**config.mk**
```make
export PLATFORM = sky130hd
export DESIGN_NAME = gspd_cfg_regs
export DESIGN_NICKNAME = d
export VERILOG_FILES = /design/src/hdl/gspd_pkg.sv /design/src/hdl/gspd_cfg_regs.sv
export SDC_FILE = /design/constraint.sdc
export NUM_CORES = 1
export LEC_CHECK = 0
export ABC_AREA = 1
export BUFFER_PORTS_ARGS = -buffer_cell sky130_fd_sc_hd__buf_2
export CAP_MARGIN = 15
export CORE_AREA = 2 2 116 118
export DETAILED_ROUTE_END_ITERATION = 16
export DIE_AREA = 0 0 118 120
export PLACE_DENSITY = 0.88
export REMOVE_ABC_BUFFERS = 1
export SYNTH_ARGS = -nofsm -noshare
export SYNTH_HDL_FRONTEND = slang
export SYNTH_SLANG_ARGS = --single-unit
```
**constraint.sdc**
```tcl
create_clock -name clk -period 1.1 [get_ports clk]
set_clock_uncertainty 0.05 [all_clocks]
set_input_delay 0.165 -clock clk [delete_from_list [all_inputs] [get_ports clk]]
set_output_delay 0.165 -clock clk [all_outputs]
set_load 0.005 [all_outputs]
```
**src/hdl/gspd_pkg.sv**
```systemverilog
`timescale 1ns / 1ps

package gspd_pkg;

    // Fixed field widths
    localparam int GAIN_W    = 16;
    localparam int FRAC_W    = 8;
    localparam int BAND_W    = 16;
    localparam int SPEED_W   = 10;
    localparam int VEL_W     = 11;
    localparam int PHASE_W   = 2;
    localparam int DATA_W    = 32;
    localparam int ADDR_W    = 5;
    localparam int REG_IDX_W = 3;

    // Velocity scaling: gains in 1/16, error in 1/2048 rotation
    localparam int QSHIFT    = 15;
    localparam int QSAT      = 1024;
    localparam int DEAD_ZONE = 20;

    localparam logic CMD_START  = 1'b0;
    localparam logic CMD_SAMPLE = 1'b1;

    typedef enum logic [PHASE_W-1:0] {
        PH_INIT  = 2'd0,
        PH_ACCEL = 2'd1,
        PH_TRACK = 2'd2
    } phase_t;

    typedef enum logic [REG_IDX_W-1:0] {
        REG_INIT_KP        = 3'd0,
        REG_INIT_KI        = 3'd1,
        REG_INIT_KD        = 3'd2,
        REG_ACCEL_KI       = 3'd3,
        REG_TRACK_KP       = 3'd4,
        REG_TRACK_KD       = 3'd5,
        REG_ACCEL_FRACTION = 3'd6,
        REG_SETTLE_BAND    = 3'd7
    } reg_idx_t;

    typedef struct packed {
        logic [GAIN_W-1:0] init_kp;
        logic [GAIN_W-1:0] init_ki;
        logic [GAIN_W-1:0] init_kd;
        logic [GAIN_W-1:0] accel_ki;
        logic [GAIN_W-1:0] track_kp;
        logic [GAIN_W-1:0] track_kd;
        logic [FRAC_W-1:0] accel_fraction;
        logic [BAND_W-1:0] settle_band;
    } cfg_t;

    // Per-word control that rides along the pipe
    typedef struct packed {
        logic               start;
        logic [SPEED_W-1:0] speed;
        logic               done;
        phase_t             phase;
    } ctl_t;

endpackage

```
**src/hdl/gspd_cfg_regs.sv**
```systemverilog
`timescale 1ns / 1ps

module gspd_cfg_regs (
    input  logic                        clk,
    input  logic                        rst_n,
    input  logic                        psel,
    input  logic                        penable,
    input  logic                        pwrite,
    input  logic [gspd_pkg::ADDR_W-1:0] paddr,
    input  logic [gspd_pkg::DATA_W-1:0] pwdata,
    output logic [gspd_pkg::DATA_W-1:0] prdata,
    output logic                        pready,
    output gspd_pkg::cfg_t              cfg
);
    import gspd_pkg::*;

    cfg_t     cfg_reg;
    reg_idx_t idx;
    logic     wr_en;

    assign idx    = reg_idx_t'(paddr[ADDR_W-1:2]);
    assign wr_en  = psel && penable && pwrite;
    assign pready = 1'b1;
    assign cfg    = cfg_reg;

    always_ff @(posedge clk or negedge rst_n)
    begin
        if (!rst_n)
        begin
            cfg_reg.init_kp        <= GAIN_W'(4000);
            cfg_reg.init_ki        <= GAIN_W'(64);
            cfg_reg.init_kd        <= GAIN_W'(1600);
            cfg_reg.accel_ki       <= GAIN_W'(40);
            cfg_reg.track_kp       <= GAIN_W'(3040);
            cfg_reg.track_kd       <= GAIN_W'(1600);
            cfg_reg.accel_fraction <= FRAC_W'(192);
            cfg_reg.settle_band    <= BAND_W'(102);
        end
        else if (wr_en)
        begin
            case (idx)
                REG_INIT_KP:        cfg_reg.init_kp        <= pwdata[GAIN_W-1:0];
                REG_INIT_KI:        cfg_reg.init_ki        <= pwdata[GAIN_W-1:0];
                REG_INIT_KD:        cfg_reg.init_kd        <= pwdata[GAIN_W-1:0];
                REG_ACCEL_KI:       cfg_reg.accel_ki       <= pwdata[GAIN_W-1:0];
                REG_TRACK_KP:       cfg_reg.track_kp       <= pwdata[GAIN_W-1:0];
                REG_TRACK_KD:       cfg_reg.track_kd       <= pwdata[GAIN_W-1:0];
                REG_ACCEL_FRACTION: cfg_reg.accel_fraction <= pwdata[FRAC_W-1:0];
                REG_SETTLE_BAND:    cfg_reg.settle_band    <= pwdata[BAND_W-1:0];
                default:            cfg_reg <= cfg_reg;
            endcase
        end
    end

    always_comb
    begin
        case (idx)
            REG_INIT_KP:        prdata = DATA_W'(cfg_reg.init_kp);
            REG_INIT_KI:        prdata = DATA_W'(cfg_reg.init_ki);
            REG_INIT_KD:        prdata = DATA_W'(cfg_reg.init_kd);
            REG_ACCEL_KI:       prdata = DATA_W'(cfg_reg.accel_ki);
            REG_TRACK_KP:       prdata = DATA_W'(cfg_reg.track_kp);
            REG_TRACK_KD:       prdata = DATA_W'(cfg_reg.track_kd);
            REG_ACCEL_FRACTION: prdata = DATA_W'(cfg_reg.accel_fraction);
            REG_SETTLE_BAND:    prdata = DATA_W'(cfg_reg.settle_band);
            default:            prdata = '0;
        endcase
    end

endmodule

```
After elaboration in Yosys (flattened, before gate mapping)
Index checks and enable logic that the tools add are counted.

operators by class
  eq/ne operators = 7
  multiplexer cells = 1
  reductions and logical operators = 11

operators with widths
  cell                  count
  $pmux W32 S8          1
  $reduce_and A2 Y1     8
  $eq A3 B3 Y1 const B  4
  $eq A3 B2 Y1 const B  2
  $eq A3 B1 Y1 const B  1
  $logic_not A3 Y1      1
  $logic_and A1 B1 Y1   2

storage, ports and cells
  register bits = 120
  input bits = 42
  output and inout bits = 153
  logic and storage cells = 27

Longest topological paths before layout
  word-level depth = 3
  mapped depth = 8

Worst setup path after synthesis
No wires, ideal clock.

  kind = input -> output
  start = in paddr[2] in the netlist's numbering
  end = out prdata[0] in the netlist's numbering
  arrival time = 1.006 ns
  data required time = 0.885 ns
  setup slack = -0.121 ns
  stages on the path = 7
  cells stage by stage = buf_6 > nor2_2 > buf_2 > nand3_1 > nand2_1 > nor2_1 > nand3_1

between the ends
  longest elaborated chain between the ends = 2

ends and longest elaborated chain
  what                                  RTL line             text
  from (decl)                           gspd_cfg_regs.sv:9   input logic [gspd_pkg::ADDR_W-1:0] paddr,
  $eq A3 B3 Y1 (tied with other cells)  gspd_cfg_regs.sv:57  case (idx)
  $pmux W32 S8 *                        gspd_cfg_regs.sv:57
  to (decl)                             gspd_cfg_regs.sv:11  output logic [gspd_pkg::DATA_W-1:0] prdata,

Mark *: on every way between the ends. The rest lies on a longest branch, timed or not. The select of a mux whose other input is x is not followed.

Worst setup path after layout
  start = reg cfg_reg (netlist bit cfg[1])
  end = out prdata[1] in the netlist's numbering

between the ends
  longest elaborated chain between the ends = 1

ends and longest elaborated chain
  what                    RTL line             text
  from (decl)             gspd_cfg_regs.sv:17  cfg_t cfg_reg;
  from (signal assigned)  gspd_cfg_regs.sv:50  default: cfg_reg <= cfg_reg;
  $pmux W32 S8            gspd_cfg_regs.sv:57

No other way between the ends. The select of a mux whose other input is x is not followed.

==> metrics.md <==
| Metric | Value |
|---|---|
| Period utilization | 1.553 |
| Worst path top cell family by delay | flip-flops |
| Via-to-Cell Ratio | 5.704 |
| Most frequent cell after synthesis | nand2_1 |
| Vias in the first global route | 6711 |
| CP Capture Type | output port |
| Worst-path cell chain | nand4_1, nand2_1, nor2_1, nand3_1, buf_2 |
| Finished Layout Cells | 1191 |
| Root Driver | clkbuf_16 |
| Clk sinks | 120 |
| Core box area | 0.01298 mm^2 |
| Top cells by instance count after synthesis | nand2_1 (162), dfrtp_1 (93), nor2_1 (72), nand4_1 (64), o21ai_0 (55) |
| Initial core utilization | 0.4495 |
| Worst vdd ir | 1.319 mV |
| Type of the worst min-delay path | input port to flip-flop |
| Grt total ovfl | 0 |
| Initial antenna violation count | 1 |
| Max Root-Sink Buffers | 2 |
| Final Hold Violating Endpoints | 0 |
| Ratio of cells with drive above 1 in the final layout | 0.4132 |
| Clk_lat worst skew | 0.41 ns |
| Final setup fails | 137 |
| Adder-cell share of the synthesized area | 0 |
| Num ports | 195 |
| Async SR Flop Fraction | 1.000 |
| DR vias | 6794 |
| RR Startpoint | cfg[73]$_DFFE_PN0P_ |
| Post-DR wirelength/cell | 20.10 um |
| Syn avg cell area | 8.371 um^2 |
| GPL Wtd Cong | 0.8876 |
| Worst path bufs/invs | 1 |
| Worst EP arrival | 1.49 ns |
| Port buffer count | 159 |
| Post-Synth XOR/XNOR Area | 0 |
| FMAX | 585.5 MHz |
| Main combinational cell family by area after synthesis | simple AND/OR/NAND/NOR gates |
| Synth Area in Compound Gates | 0.1081 |
| Row Count | 42 |
| Fin nets | 1043 |
| Total Wirelength | 23940 um |
| Ys flop type | dfrtp_1 |
| Reg2Reg Depth | 5 |
| Synth Cell Area | 0.005834 mm^2 |
| Total number of yosys warnings | 0 |
| Worst setup margin | -0.6079 ns |
| CTS tree | done |
| Initial DRT Pass Iterations | 6 |
| Placed insts | 1105 |
| Hold worst-path end | cfg[9]$_DFFE_PN0P_ |
| # DRC | 0 |
| Fillers | 849 |
| Number of flip-flops in the largest register | 120 |
| Worst reg2reg setup slack | -0.02 ns |
| Layout overhead on the synthesized area | 62.92% |
| RR Endpoint | cfg[73]$_DFFE_PN0P_ |
| CP max stage delay | 0.54 ns |
| Worst Hold Depth | 3 |
| Post-synthesis cell count | 697 |
| DR iter-0 viols | 853 |
| Placement Setup Slack | -0.4252 ns |
| Die Width | 118 um |
| Maximum fanout along the worst path | 2 |
| Sequential share of the synthesized area | 0.5205 |
| Pin count of the biggest net entering global routing | 42 |
| Clock slew at reported path FFs | 0.06 ns |
| Pwr dens | 1860 mW/mm^2 |
| Crit-path slowest cell | dfstp_2 |
| # H-tree levels | 4 |
| Violated checks | setup timing |
| Pins over their slew limit | 0 |
| Yosys top cell area share | 0.3989 |
| Die span in y | 120 um |
| Critical Path Source Type | flip-flop |
| Worst Path Required | 0.88 ns |
| Max-cap violations | 0 |
| Min-delay src | pwdata[9] |
| Cell accounting for the most synthesized area | dfrtp_1 |
| Outcome | finished with violations |
| Register area | 0.003037 mm^2 |
| Total power after layout | 0.01768 W |
| TritonCTS buffer count | 17 |
| Simple logic cell fraction of the synthesized area | 0.2696 |
| First-pass GRT wire length | 35740 um |
| RSZ-0062 raised after global routing | yes |
| Crit path time final | 1.708 ns |
| Area of the multi-input gates | 0.002325 mm^2 |
| Dpl hpwl | 14040 um |
| Multiplexer share of the synthesized area | 0 |
| Critical path type | flip-flop to output port |
| Seq cells post-synth | 120 |
| Area contributors post-synth | dfrtp_1 (40%), dfstp_2 (12%), nand2_1 (10%), nand4_1 (6.9%), o21ai_0 (4.7%) |
| Post-synth EDFFs | 0 |
| Leakage power | 4.843 nW |
| Routed Antenna Nets | 0 |
| Yosys cell types | 28 |
| GRT Total Usage | 0.3294 |
| Die Area | 0.01416 mm^2 |
layer usage:
metal  wire length (um)  vias up  GRT usage
met5                  0        -          0
met4               1092        0     0.1619
met3               2267      126    0.08080
met2              12020      524     0.5654
met1               8563     3237     0.3870
li1                   -     2907          -
cell usage in the layout, fill, tap and decap left out, drive strengths merged, types with 5 or more instances in the layout:
cell type | Yosys | routed
dfrtp | 93 | 93
dfstp | 27 | 27
clkbuf | 19 | 24
nand4 | 64 | 64
nand2 | 163 | 163
buf | 47 | 326
o21ai | 104 | 104
inv | 44 | 44
dlygate4sd3 | 0 | 9
nand3 | 38 | 38
conb | 2 | 17
nor2 | 75 | 75
a21oi | 16 | 16
clkinv | 0 | 5
worst max-delay path by stage:
| stage | end | cells past startpoint | slack (ns) | from |
|---|---|---|---|---|
| finish | prdata[1] | 5 | -0.61 | cfg[1]$_DFFE_PN1P_ |
| detailed placement | cfg[100]$_DFFE_PN0P_ | 7 | -0.43 | paddr[2] |
| floorplan | cfg[100]$_DFFE_PN0P_ | 5 | -0.66 | paddr[4] |
| CTS | prdata[1] | 5 | -0.50 | cfg[1]$_DFFE_PN1P_ |
| global placement | cfg[100]$_DFFE_PN0P_ | 7 | -0.35 | paddr[2] |
| global route | prdata[1] | 5 | -0.62 | cfg[1]$_DFFE_PN1P_ |
final cells by class:
| type | instances | share of cell area |
|---|---|---|
| Tap cell | 176 | 0.02317 |
| Clock buffer | 23 | 0.05028 |
| Timing Repair Buffer | 336 | 0.3288 |
| Inverter | 44 | 0.01817 |
| Clock inverter | 9 | 0.01527 |
| Multi-Input combinational cell | 482 | 0.2446 |
| Sequential cell | 120 | 0.3195 |
| Antenna cell | 1 | 0.0002633 |
worst reg2reg max path, cell delays in order (launching register included):
cell and delay (ns):
dfrtp_1 0.42, buf_4 0.16, buf_6 0.11, buf_4 0.13, nand2_2 0.07, o21ai_2 0.06
repair_timing:
| action | CTS | global route |
|---|---|---|
| resized for setup | 136 | 62 |
| hold endpoints to repair | 53 | 0 |
| cloned | 0 | 1 |
| pin swaps | 33 | 22 |
| setup endpoints to repair | 136 | 184 |
| hold buffers | 9 | 0 |
| setup buffers | 31 | 55 |
power breakdown:
group	switching, W	leakage [nW]	internal [W]
logic	0.00234	3.07	0.00319
registers	0.000739	1.47	0.00543
clock network	0.00203	0.311	0.00395
stage by stage:
step                  util  hold WS [ns]  TNS, ns  area [um^2]
detailed placement  0.5912      0.005829   -43.53         7674
finish              0.7323       0.05250   -25.98         9505
floorplan                -       -0.1806   -32.89         5474
global route        0.7323       0.06980   -29.67         9505
global placement    0.5912      0.001117   -37.59         7674
CTS                 0.7053       0.04263   -24.74         9155
cells by family after synthesis:
family / after synthesis
and+or+nand+nor: 345
AOI/OAI and AO/OA: 120
DFF: 120
buffers and inverters: 110
other: 2
No activity file was read; power rests on OpenSTA's default activity.
