## src/hdl/gspd_pkg.sv

```systemverilog
`timescale 1ns / 1ps

package gspd_pkg;

    // Fixed field widths
    localparam int GAIN_W    = 16;
    localparam int FRAC_W    = 8;
    localparam int BAND_W    = 16;
    localparam int SPEED_W   = 10;
    localparam int VEL_W     = 11;
    localparam int PHASE_W   = 2;
    localparam int DATA_W    = 32;
    localparam int ADDR_W    = 5;
    localparam int REG_IDX_W = 3;

    // Velocity scaling: gains in 1/16, error in 1/2048 rotation
    localparam int QSHIFT    = 15;
    localparam int QSAT      = 1024;
    localparam int DEAD_ZONE = 20;

    localparam logic CMD_START  = 1'b0;
    localparam logic CMD_SAMPLE = 1'b1;

    typedef enum logic [PHASE_W-1:0] {
        PH_INIT  = 2'd0,
        PH_ACCEL = 2'd1,
        PH_TRACK = 2'd2
    } phase_t;

    typedef enum logic [REG_IDX_W-1:0] {
        REG_INIT_KP        = 3'd0,
        REG_INIT_KI        = 3'd1,
        REG_INIT_KD        = 3'd2,
        REG_ACCEL_KI       = 3'd3,
        REG_TRACK_KP       = 3'd4,
        REG_TRACK_KD       = 3'd5,
        REG_ACCEL_FRACTION = 3'd6,
        REG_SETTLE_BAND    = 3'd7
    } reg_idx_t;

    typedef struct packed {
        logic [GAIN_W-1:0] init_kp;
        logic [GAIN_W-1:0] init_ki;
        logic [GAIN_W-1:0] init_kd;
        logic [GAIN_W-1:0] accel_ki;
        logic [GAIN_W-1:0] track_kp;
        logic [GAIN_W-1:0] track_kd;
        logic [FRAC_W-1:0] accel_fraction;
        logic [BAND_W-1:0] settle_band;
    } cfg_t;

    // Per-word control that rides along the pipe
    typedef struct packed {
        logic               start;
        logic [SPEED_W-1:0] speed;
        logic               done;
        phase_t             phase;
    } ctl_t;

endpackage

```

## src/hdl/gspd_if.sv

```systemverilog


interface gspd_rsp_if ();
    import gspd_pkg::*;

    logic                    valid;
    logic                    ready;
    logic signed [VEL_W-1:0] drive_velocity;
    logic                    done_res;
    logic [PHASE_W-1:0]      phase;

    modport source (
        output valid, drive_velocity, done_res, phase,
        input  ready
    );
    modport sink (
        input  valid, drive_velocity, done_res, phase,
        output ready
    );
endinterface

```

## src/hdl/gspd_vel_out.sv

```systemverilog
`timescale 1ns / 1ps

module gspd_vel_out #(
    parameter int POS_WIDTH   = 32,
    parameter int INTEG_WIDTH = 48
) (
    input  logic                                        clk,
    input  logic                                        rst_n,
    input  logic                                        in_valid,
    output logic                                        in_ready,
    input  gspd_pkg::ctl_t                              in_ctl,
    input  logic signed [POS_WIDTH+gspd_pkg::GAIN_W+2:0] in_p_err,
    input  logic signed [POS_WIDTH+gspd_pkg::GAIN_W+3:0] in_p_der,
    input  logic signed [INTEG_WIDTH+gspd_pkg::GAIN_W:0] in_p_int,
    gspd_rsp_if.source                                  rsp
);
    import gspd_pkg::*;

    localparam int PD_W  = POS_WIDTH + 3 + GAIN_W + 1;
    localparam int PI_W  = INTEG_WIDTH + GAIN_W + 1;
    localparam int SUM_W = ((PI_W > PD_W) ? PI_W : PD_W) + 2;
    localparam int HI_W  = SUM_W - QSHIFT;

    logic                    valid_reg;
    logic signed [VEL_W-1:0] vel_reg;
    logic                    done_reg;
    logic [PHASE_W-1:0]      phase_reg;

    logic signed [SUM_W-1:0] sum;
    logic                    neg;
    logic [SUM_W-1:0]        mag;
    logic [HI_W-1:0]         hi;
    logic [VEL_W-1:0]        q;
    logic [VEL_W-1:0]        vmag;
    logic signed [VEL_W-1:0] vel;

    assign in_ready = !valid_reg || rsp.ready;

    always_comb
    begin
        sum = SUM_W'(in_p_err) + SUM_W'(in_p_der) + SUM_W'(in_p_int);
        neg = sum[SUM_W-1];
        mag = neg ? -sum : sum;
        // truncate toward zero, saturate at one past the largest speed
        hi  = mag[SUM_W-1:QSHIFT];
        q   = (hi > HI_W'(QSAT)) ? VEL_W'(QSAT) : VEL_W'(hi);
        vmag = (q > VEL_W'(in_ctl.speed)) ? VEL_W'(in_ctl.speed) : q;
        // dead zone: nonzero commands get at least DEAD_ZONE
        if ((vmag != '0) && (vmag < VEL_W'(DEAD_ZONE)))
            vmag = VEL_W'(DEAD_ZONE);
        vel = neg ? -vmag : vmag;
        if (in_ctl.start)
            vel = '0;
    end

    always_ff @(posedge clk or negedge rst_n)
    begin
        if (!rst_n)
            valid_reg <= 1'b0;
        else if (in_ready)
            valid_reg <= in_valid;
    end

    always_ff @(posedge clk)
    begin
        if (in_valid && in_ready)
        begin
            vel_reg   <= vel;
            done_reg  <= in_ctl.done;
            phase_reg <= in_ctl.phase;
        end
    end

    assign rsp.valid          = valid_reg;
    assign rsp.drive_velocity = vel_reg;
    assign rsp.done_res       = done_reg;
    assign rsp.phase          = phase_reg;

endmodule

```

## src/flat_wrapper.sv

```systemverilog
// flat-port wrapper written by rule: the top's interface ports become plain ports
module gspd_vel_out_flat import gspd_pkg::*;
#(
    parameter int POS_WIDTH   = 32,
    parameter int INTEG_WIDTH = 48
)
  (clk, rst_n, in_valid, in_ready, in_ctl, in_p_err, in_p_der, in_p_int, rsp_valid, rsp_drive_velocity, rsp_done_res, rsp_phase, rsp_ready);
  gspd_rsp_if rsp_i ();
  input  logic clk;
  input  logic rst_n;
  input  logic in_valid;
  output logic in_ready;
  input  gspd_pkg::ctl_t in_ctl;
  input  logic signed [POS_WIDTH+gspd_pkg::GAIN_W+2:0] in_p_err;
  input  logic signed [POS_WIDTH+gspd_pkg::GAIN_W+3:0] in_p_der;
  input  logic signed [INTEG_WIDTH+gspd_pkg::GAIN_W:0] in_p_int;
  output wire logic [$bits(rsp_i.valid)-1:0] rsp_valid;
  output wire logic [$bits(rsp_i.drive_velocity)-1:0] rsp_drive_velocity;
  output wire logic [$bits(rsp_i.done_res)-1:0] rsp_done_res;
  output wire logic [$bits(rsp_i.phase)-1:0] rsp_phase;
  input wire logic [$bits(rsp_i.ready)-1:0] rsp_ready;
  assign rsp_valid = rsp_i.valid;
  assign rsp_drive_velocity = rsp_i.drive_velocity;
  assign rsp_done_res = rsp_i.done_res;
  assign rsp_phase = rsp_i.phase;
  assign rsp_i.ready = rsp_ready;
  gspd_vel_out #(.POS_WIDTH(POS_WIDTH), .INTEG_WIDTH(INTEG_WIDTH)) u_core (.clk(clk), .rst_n(rst_n), .in_valid(in_valid), .in_ready(in_ready), .in_ctl(in_ctl), .in_p_err(in_p_err), .in_p_der(in_p_der), .in_p_int(in_p_int), .rsp(rsp_i));
endmodule
```

## config.mk

```make
export PLATFORM = sky130hd
export DESIGN_NAME = gspd_vel_out_flat
export DESIGN_NICKNAME = d
export VERILOG_FILES = /design/src/hdl/gspd_pkg.sv /design/src/hdl/gspd_if.sv /design/src/hdl/gspd_vel_out.sv /design/src/flat_wrapper.sv
export SDC_FILE = /design/constraint.sdc
export NUM_CORES = 1
export LEC_CHECK = 0
export CORE_MARGIN = 2
export CORE_UTILIZATION = 28
export DETAILED_ROUTE_END_ITERATION = 8
export DONT_BUFFER_PORTS = 1
export GPL_TIMING_DRIVEN = 0
export PLACE_DENSITY = 0.52
export REMOVE_ABC_BUFFERS = 1
export SYNTH_ARGS = -nofsm -noshare
export SYNTH_HDL_FRONTEND = slang
export SYNTH_SLANG_ARGS = --single-unit
```

## constraint.sdc

```tcl
create_clock -name clk -period 3.2 [get_ports clk]
set_input_delay 0.48 -clock clk [delete_from_list [all_inputs] [get_ports clk]]
set_output_delay 0.48 -clock clk [all_outputs]
set_load 0.01 [all_outputs]
```

Yosys cells after proc, flatten, opt, wreduce, memory -nomap -nowiden
Cells that the tools add are included.

word-level totals
  word-level logic and storage cells = 21
  input port bits = 186
  output and inout bits = 16
  register bits after elaboration = 15

operators by class
  mux-type cells = 5
  reductions and logical operators = 5
  $lt $le $gt $ge = 3
  add/subtract/negate cells = 4

operators with widths
  operator                                               count
  2-to-1 mux 67 bit                                      1
  negator 67 bit                                         1
  adder 53 x 65 -> 66 bit                                1
  adder 51 x 52 -> 53 bit                                1
  > comparator 52 x 11 -> 1 bit (second input constant)  1
  2-to-1 mux 11 bit                                      4
  > comparator 11 x 10 -> 1 bit                          1
  < comparator 11 x 5 -> 1 bit (second input constant)   1
  negator 11 bit                                         1
  nonzero test 11 bit                                    1
  logical AND 1 bit                                      2
  logical NOT 1 bit                                      1
  logical OR 1 bit                                       1

Longest topological paths before layout
Gate-level depths: netlist (run 1).

  depth in word-level cells = 13
  gate-level depth with buffers = 44
  depth with buffers taken out = 39

Least setup slack after synthesis (run 1)
No wires, ideal clock.

  path type = input to register
  start point = input in_p_err[1] in the netlist's numbering
  end point = register u_core.vel_reg[6], in the netlist u_core.rsp.drive_velocity[6], data pin
  path slack = -5612 ps
  arrival time = 8558 ps
  library setup time = 254 ps
  buffers on the path = 2
  cell stages on the path = 39
  data required time = 2946 ps
  cell sequence = fa_1 ha_1 fa_1 a211oi_2 o211ai_2 a21oi_4 nor3_4 or3_1 a2111oi_4 and3_1 nand2_1 or4b_4 or4_1 a31oi_1 nor4b_2 and3_1 nand2_1 clkbuf_1 [3 not listed] o21a_1 o21ai_0 nand2b_1 a21oi_1 nor3_1 nor2_1 o21bai_1 nor4_4 nor2_2 and3_1 a31oi_1 ha_1 clkbuf_1 and3_1 nor3b_1 a31oi_1 o2111ai_1 a21bo_1

on the way
  word-level cells in the longest chain between the ends = 13
  elaborated cells on any way between the ends = 14
  classes of those cells = add/sub (4); order compare (3); mux (5); reduce/logical (2)

RTL lines
  item                                                                        RTL line            text
  start, declared                                                             flat_wrapper.sv:14  input logic signed [POS_WIDTH+gspd_pkg::GAIN_W+2:0] in_p_err;
  adder 51 x 52 -> 53 bit (*)                                                 gspd_vel_out.sv:41  sum = SUM_W'(in_p_err) + SUM_W'(in_p_der) + SUM_W'(in_p_int);
  adder 53 x 65 -> 66 bit (*)                                                 gspd_vel_out.sv:41
  negator 67 bit                                                              gspd_vel_out.sv:43  mag = neg ? -sum : sum;
  2-to-1 mux 67 bit                                                           gspd_vel_out.sv:43
  > comparator 52 x 11 -> 1 bit                                               gspd_vel_out.sv:46  q = (hi > HI_W'(QSAT)) ? VEL_W'(QSAT) : VEL_W'(hi);
  2-to-1 mux 11 bit                                                           gspd_vel_out.sv:46
  > comparator 11 x 10 -> 1 bit                                               gspd_vel_out.sv:47  vmag = (q > VEL_W'(in_ctl.speed)) ? VEL_W'(in_ctl.speed) : q;
  2-to-1 mux 11 bit                                                           gspd_vel_out.sv:47
  < comparator 11 x 5 -> 1 bit / nonzero test 11 bit (equally long branches)  gspd_vel_out.sv:49  if ((vmag != '0) && (vmag < VEL_W'(DEAD_ZONE)))
  logical AND 1 bit                                                           gspd_vel_out.sv:49
  2-to-1 mux 11 bit                                                           gspd_vel_out.sv:49
  negator 11 bit                                                              gspd_vel_out.sv:51  vel = neg ? -vmag : vmag;
  2-to-1 mux 11 bit (*)                                                       gspd_vel_out.sv:51
  end signal, assigned                                                        gspd_vel_out.sv:68  vel_reg <= vel;
  end, declared                                                               gspd_vel_out.sv:25  logic signed [VEL_W-1:0] vel_reg;

Every way passes the cells marked *; elsewhere a longest branch is shown, timed or not.
A chain may end at the register's enable or synchronous reset.

Final worst setup path (run 1)
Ends and elaborated chain as after synthesis.

==> impl_metrics.yaml, run 1 <==
outcome:
  status: "complete, but fails checks"
  violations: "setup timing"
die:
  die_h_um: 194
  design.die.area_sq_um: 37500
  pin_count: 202
  rows: 69
  core_area_sq_um: 35500
  die_w_um: 194
  initial_core_util_pct: 28.3
job:
  cap_violations: 0
timing:
  worstMarginPinSlew_ps: 1160
  clock-skew-final_ps: 2.68
  max_slew_margin_pct: 21.9
  drv_slew: 0
  fin_tns_setup_ps: -52990
  setup_slack_ps: -5220
  finalSetupViolCount: 11
  finalCritPeriodShare_pct: 263
  grt_setup_unrepaired: "true"
  finalHoldViolCount: 0
  fin_crit_ps: 8420
  fmax_mhz: 119
detailed_routing:
  wl_per_cell_um: 20.0
  drt_iter0_drc: 730
  dr_wl_met2_um: 17800
  vias: 11100
  ant_nets: 0
  wl_um: 37200
  drt-pass1-iter-count: 6
  route.detailed.drc: 0
  met1_length_um: 16800
  avgViaCountPerCell: 5.94
  top_layer: "met4"
  route.met3.wl_um: 2040
logic_synthesis:
  synth_enable_flop_cells: 14
  synth_seq_cells: 15
  syn_area_sq_um: 10100
  syn_avg_cell_area_sq_um: 7.37
  yosys_most_used_dff: "edfxtp_1"
  yosysSeqAreaShare_pct: 4.43
  yosys_warnings: 0
  async_flop_share_pct: 6.67
  synth_cell_types: 106
  syn_inst: 1364
cells_and_area:
  num_antenna_cells: 0
  design_area_sq_um: 12600
  syn_to_final_growth_pct: 25.3
  final_nets: 1730
  drive_gt1_share_pct: 26.5
  n_fill_cell: 3718
  largest_register_ffs: 11
critical_path:
  path_class: "input port to flip-flop"
  crit_arrival_ps: 8420
  cpPeakStageDelay_ps: 520
  required_ps: 3200
  cp_max_fo: 6
  crit_path_start_kind: "input port"
  crit_slowest_cell: "or4_4"
  cp_common_cell: "ha_4"
  cp-end-kind: "flip-flop"
clocking:
  clock-sinks: 15
  root_buffer: "clkbuf_16"
  cts_tree: "yes"
  clk_path_buf_depth: 2
  path_clk_slew_ps: 50
  cts_buffers: 3
  clkLatencyLatePin_ps: 250
  htreeDepth: 1
placed_design:
  dp_hpwl_um: 29600
  dp_slack_ps: -7390
  io_buffers: 0
  dpl_cell_area_sq_um: 10400
  gp_congestion: 0.932
grt:
  grt_usage_pct: 18.4
  grt_pass1_wl_um: 57400
  grt_start_max_net_pins: 41
  overflow: 0
  antenna_found_initial: 0
  grt_pass1_vias: 10600
pwr:
  max-vdd-ir-drop_uv: 402
  p_per_area_nw_per_um2: 506
  fin_total_pwr_mw: 6.38
  leakage_nw: 4.51
worst_hold_path:
  hold_class: "input port to flip-flop"
-- where the power goes --
| group | switching (mW) | internal [mW] |
|---|---|---|
| registers | 0.0182 | 0.249 |
| logic | 3.73 | 2.14 |
| clock network | 0.0777 | 0.167 |
| total | 3.82 | 2.56 |
-- cells in the mapped netlist (all sizes together) (18+ instances only) --
library cell | instances | area [sq um]
a211oi | 32 | 265
a21o | 25 | 188
a21oi | 135 | 777
and2 | 29 | 186
and3 | 19 | 119
buf | 27 | 165
clkbuf | 39 | 146
fa | 66 | 1320
ha | 74 | 926
inv | 65 | 244
nand2 | 124 | 465
nand3 | 31 | 165
nand4 | 56 | 378
nor2 | 135 | 509
nor3 | 45 | 241
nor4 | 26 | 229
o211ai | 20 | 155
o21ai | 89 | 453
or3 | 18 | 118
xnor2 | 34 | 298
-- per-layer routing --
layer | vias to the layer above | global-route usage, %
met5 | - | 0
met4 | 0 | 3.14
met3 | 35 | 2.28
met2 | 399 | 31.0
met1 | 5384 | 25.5
li1 | 5258 | -
-- final cells by class --
cell class                 count  area, sq um  share of cell area [%]
clock buffer                   3         75.1                   0.596
clock inverter                 1         5.00                  0.0397
inverter                      65          244                    1.94
multi-input combinational   1219        10400                    82.5
sequential                    15          445                    3.54
tap                          461          577                    4.58
timing repair buffer         100          860                    6.82
-- critical path: cells and delay by family --
family                     cells  cell delay, ps
muxes                          1             170
xor gates and xnor gates       1             200
and+or+nand+nor               16            3100
AOI/OAI and AO/OA             14            2670
adders and majority gates      5            1430
buffers and inverters          2             330
-- placed cells by master, fill, tap and decap left out, types with 14 or more instances in the layout --
master      n
nand2_1   120
nor2_1    119
a21oi_1   100
buf_4      83
inv_1      65
fa_1       65
nand4_1    53
o21ai_0    52
ha_1       42
nor3_1     33
o21ai_1    27
ha_2       27
xnor2_1    25
and2_1     25
a21oi_2    24
a21o_1     24
nand3_1    23
a211oi_2   20
o211ai_1   19
o21a_1     17
and3_1     15
mux2i_1    14
edfxtp_1   14
-- worst paths after layout --
check	start	cells after the start	slack (ps)	endpoint
worst max-delay path	in_p_err[1]	39	-5220	u_core.rsp.drive_velocity[6]
worst min-delay path	in_ctl[2]	0	320	u_core.rsp.done_res
worst max register to register	u_core.rsp.valid	2	1730	u_core.rsp.phase[0]
worst min register to register	u_core.rsp.valid	2	660	u_core.rsp.valid
max in group asynchronous	rst_n	1	2660	u_core.rsp.valid
min in group asynchronous	rst_n	1	440	u_core.rsp.valid
-- stage by stage --
stage	hold slack, ps	utilization (%)	std cells
global route	318	35.5	1864
finish	324	35.5	1864
CTS	322	32.9	1835
global placement	184	29.1	1759
detailed placement	184	29.2	1760
floorplan	184	-	1298
-- cells by family (layout without fill, tap and decap cells) --
kind of cell,Yosys count,after routing,synth area share (%)
AO/OA/AOI/OAI,467,467,32.8
flip-flops,15,15,4.43
XOR/XNOR,50,50,4.35
adder cells (fa/ha/maj),140,140,22.3
multiplexers,20,20,2.07
AND/OR/NAND/NOR,541,542,28.5
buffers and inverters,131,169,5.52
-- what timing repair did --
item / CTS / global route
buffers inserted: 72 / 31
hold buffers: 1 / 0
cloned: 0 / 2
pin swaps: 56 / 83
endpoints found under the hold margin: 1 / 0
endpoints found under the setup margin: 11 / 11
gates resized for setup: 143 / 138
Power figures use the tool's default switching activity.
==> run 2, diff against run 1 <==
Settings changed: SETUP_SLACK_MARGIN set to 0.02, TNS_END_PERCENT set to 10.
==> run 2 against run 1 <==
  * The flow still finishes with violations (setup timing)
  * Sequential cell count unchanged
  * Via count decreased by 0.46%
  * Power decreased by 2.3%
==> impl_metrics.yaml, run 2 (synthesized netlist as in run 1, its figures left out) <==
clocking:
  path_clk_slew_ps: 40
  htreeDepth: 1
  clock-sinks: 15
  clk_path_buf_depth: 2
  cts_tree: "yes"
  clkLatencyLatePin_ps: 240
  cts_buffers: 3
  root_buffer: "clkbuf_16"
grt:
  grt_usage_pct: 18.3
  grt_start_max_net_pins: 41
  grt_pass1_vias: 10500
  overflow: 0
  grtUsageMet1_pct: 25.4
  antenna_found_initial: 0
  grtUsageMet2_pct: 30.6
  grt-busiest-layer: "met2"
  grt_pass1_wl_um: 57000
  use_met3_pct: 2.28
critical_path:
  worstReg2RegStart: "u_core.rsp.valid"
  crit_arrival_ps: 8390
  cpPeakStageDelay_ps: 520
  rr_endpoint: "u_core.rsp.drive_velocity[1]"
  cp-end-kind: "flip-flop"
  crit_slowest_cell: "or4_4"
  reg2reg_slack_ps: 1730
  path_class: "input port to flip-flop"
  required_ps: 3200
  rr_worst_depth: 2
  crit_path_start_kind: "input port"
  cp_max_fo: 6
die:
  design.die.area_sq_um: 37500
  core_area_sq_um: 35500
  die_w_um: 194
  pin_count: 202
  initial_core_util_pct: 28.3
  rows: 69
  die_h_um: 194
cells_and_area:
  multiInputGateArea_sq_um: 10100
  layout_common_cells: "123 x nor2_1, 122 x nand2_1, 102 x a21oi_1"
  ff_latch_area_sq_um: 445
  drive_gt1_share_pct: 23.1
  final_nets: 1718
  n_fill_cell: 3745
  syn_to_final_growth_pct: 21.0
  num_antenna_cells: 0
  design_area_sq_um: 12200
  largest_register_ffs: 11
  layout_commonest_cell: "nor2_1"
pwr:
  max-vdd-ir-drop_uv: 433
  leakage_nw: 4.38
  p_per_area_nw_per_um2: 512
timing:
  max_slew_margin_pct: 17.2
  finalHoldViolCount: 0
  setup_slack_ps: -5190
  clock-skew-final_ps: 1.29
  drv_slew: 0
  fin_crit_ps: 8390
  worstMarginPinSlew_ps: 1230
  finalCritPeriodShare_pct: 262
  fmax_mhz: 119
  finalSetupViolCount: 11
  grt_setup_unrepaired: "true"
placed_design:
  io_buffers: 0
  dp_hpwl_um: 29600
  dpl_cell_area_sq_um: 10400
  dp_slack_ps: -7390
  gp_congestion: 0.932
worst_hold_path:
  holdPathStages: 0
  min_from: "in_ctl[0]"
  min_to: "u_core.rsp.phase[0]"
  hold_class: "input port to flip-flop"
detailed_routing:
  wl_um: 36500
  ant_nets: 0
  avgViaCountPerCell: 5.95
  vias: 11000
  wl_per_cell_um: 19.7
  drt-pass1-iter-count: 7
  drt_iter0_drc: 723
  route.detailed.drc: 0
job:
  cap_violations: 0
outcome:
  status: "complete, but fails checks"
  violations: "setup timing"
[run 2: layout make-up]
type	instances	share of cell area [%]
multi-input combinational	1219	83.1
tap	461	4.74
inverter	65	2.01
timing repair buffer	88	5.84
clock buffer	3	0.617
sequential	15	3.66
clock inverter	1	0.0411
[run 2: worst max-delay path, delay by kind of cell]
| kind | cells | cell delay, ps |
|---|---|---|
| buf+inv | 2 | 320 |
| xor+xnor | 1 | 200 |
| compound gates | 14 | 2780 |
| fa+ha+maj | 5 | 1470 |
| simple gates | 16 | 3090 |
[run 2: where the power goes]
part / switching [mW] / internal [mW] / total (mW)
Clock: 0.0714 / 0.166 / 0.238
Combinational: 3.65 / 2.08 / 5.73
Sequential: 0.0181 / 0.249 / 0.268
Total: 3.74 / 2.49 / 6.23
[run 2: repair_timing]
item	4_1_cts	5_1_grt
hold endpoints to repair	1	0
setup endpoints to repair	11	11
cloned	0	1
setup buffers	68	18
pin swaps	53	49
gates resized for setup	129	86
hold buffers	1	0
[run 2: worst max-delay path by stage]
stage / slack [ps] / start / end
finish: -5190 / in_p_err[1] / u_core.rsp.drive_velocity[6]
CTS: -5230 / in_p_int[1] / u_core.rsp.drive_velocity[6]
floorplan: -5740 / in_p_err[1] / u_core.rsp.drive_velocity[6]
global route: -5700 / in_p_err[1] / u_core.rsp.drive_velocity[6]
global placement: -8410 / in_p_err[15] / u_core.rsp.drive_velocity[6]
detailed placement: -7390 / in_p_err[14] / u_core.rsp.drive_velocity[6]
[run 2: per-layer routing]
metal  vias to the layer above  share of wire (%)
li1                       5228                  -
met1                      5367                 46
met2                       381                 47
met3                        49                5.6
met4                         0                1.7
met5                         -                  0
[run 2: stage by stage]
step	utilization [%]	hold WS (ps)	instances	total power [mW]	TNS, ps
after floorplan	-	184	1298	3.86	-56340
after global routing	34.3	318	1852	6.77	-57860
after CTS	32.7	322	1833	5.84	-53120
after global placement	29.1	184	1759	5.03	-84700
after detailed placement	29.2	184	1760	5.09	-73180
final	34.3	329	1852	6.23	-52560
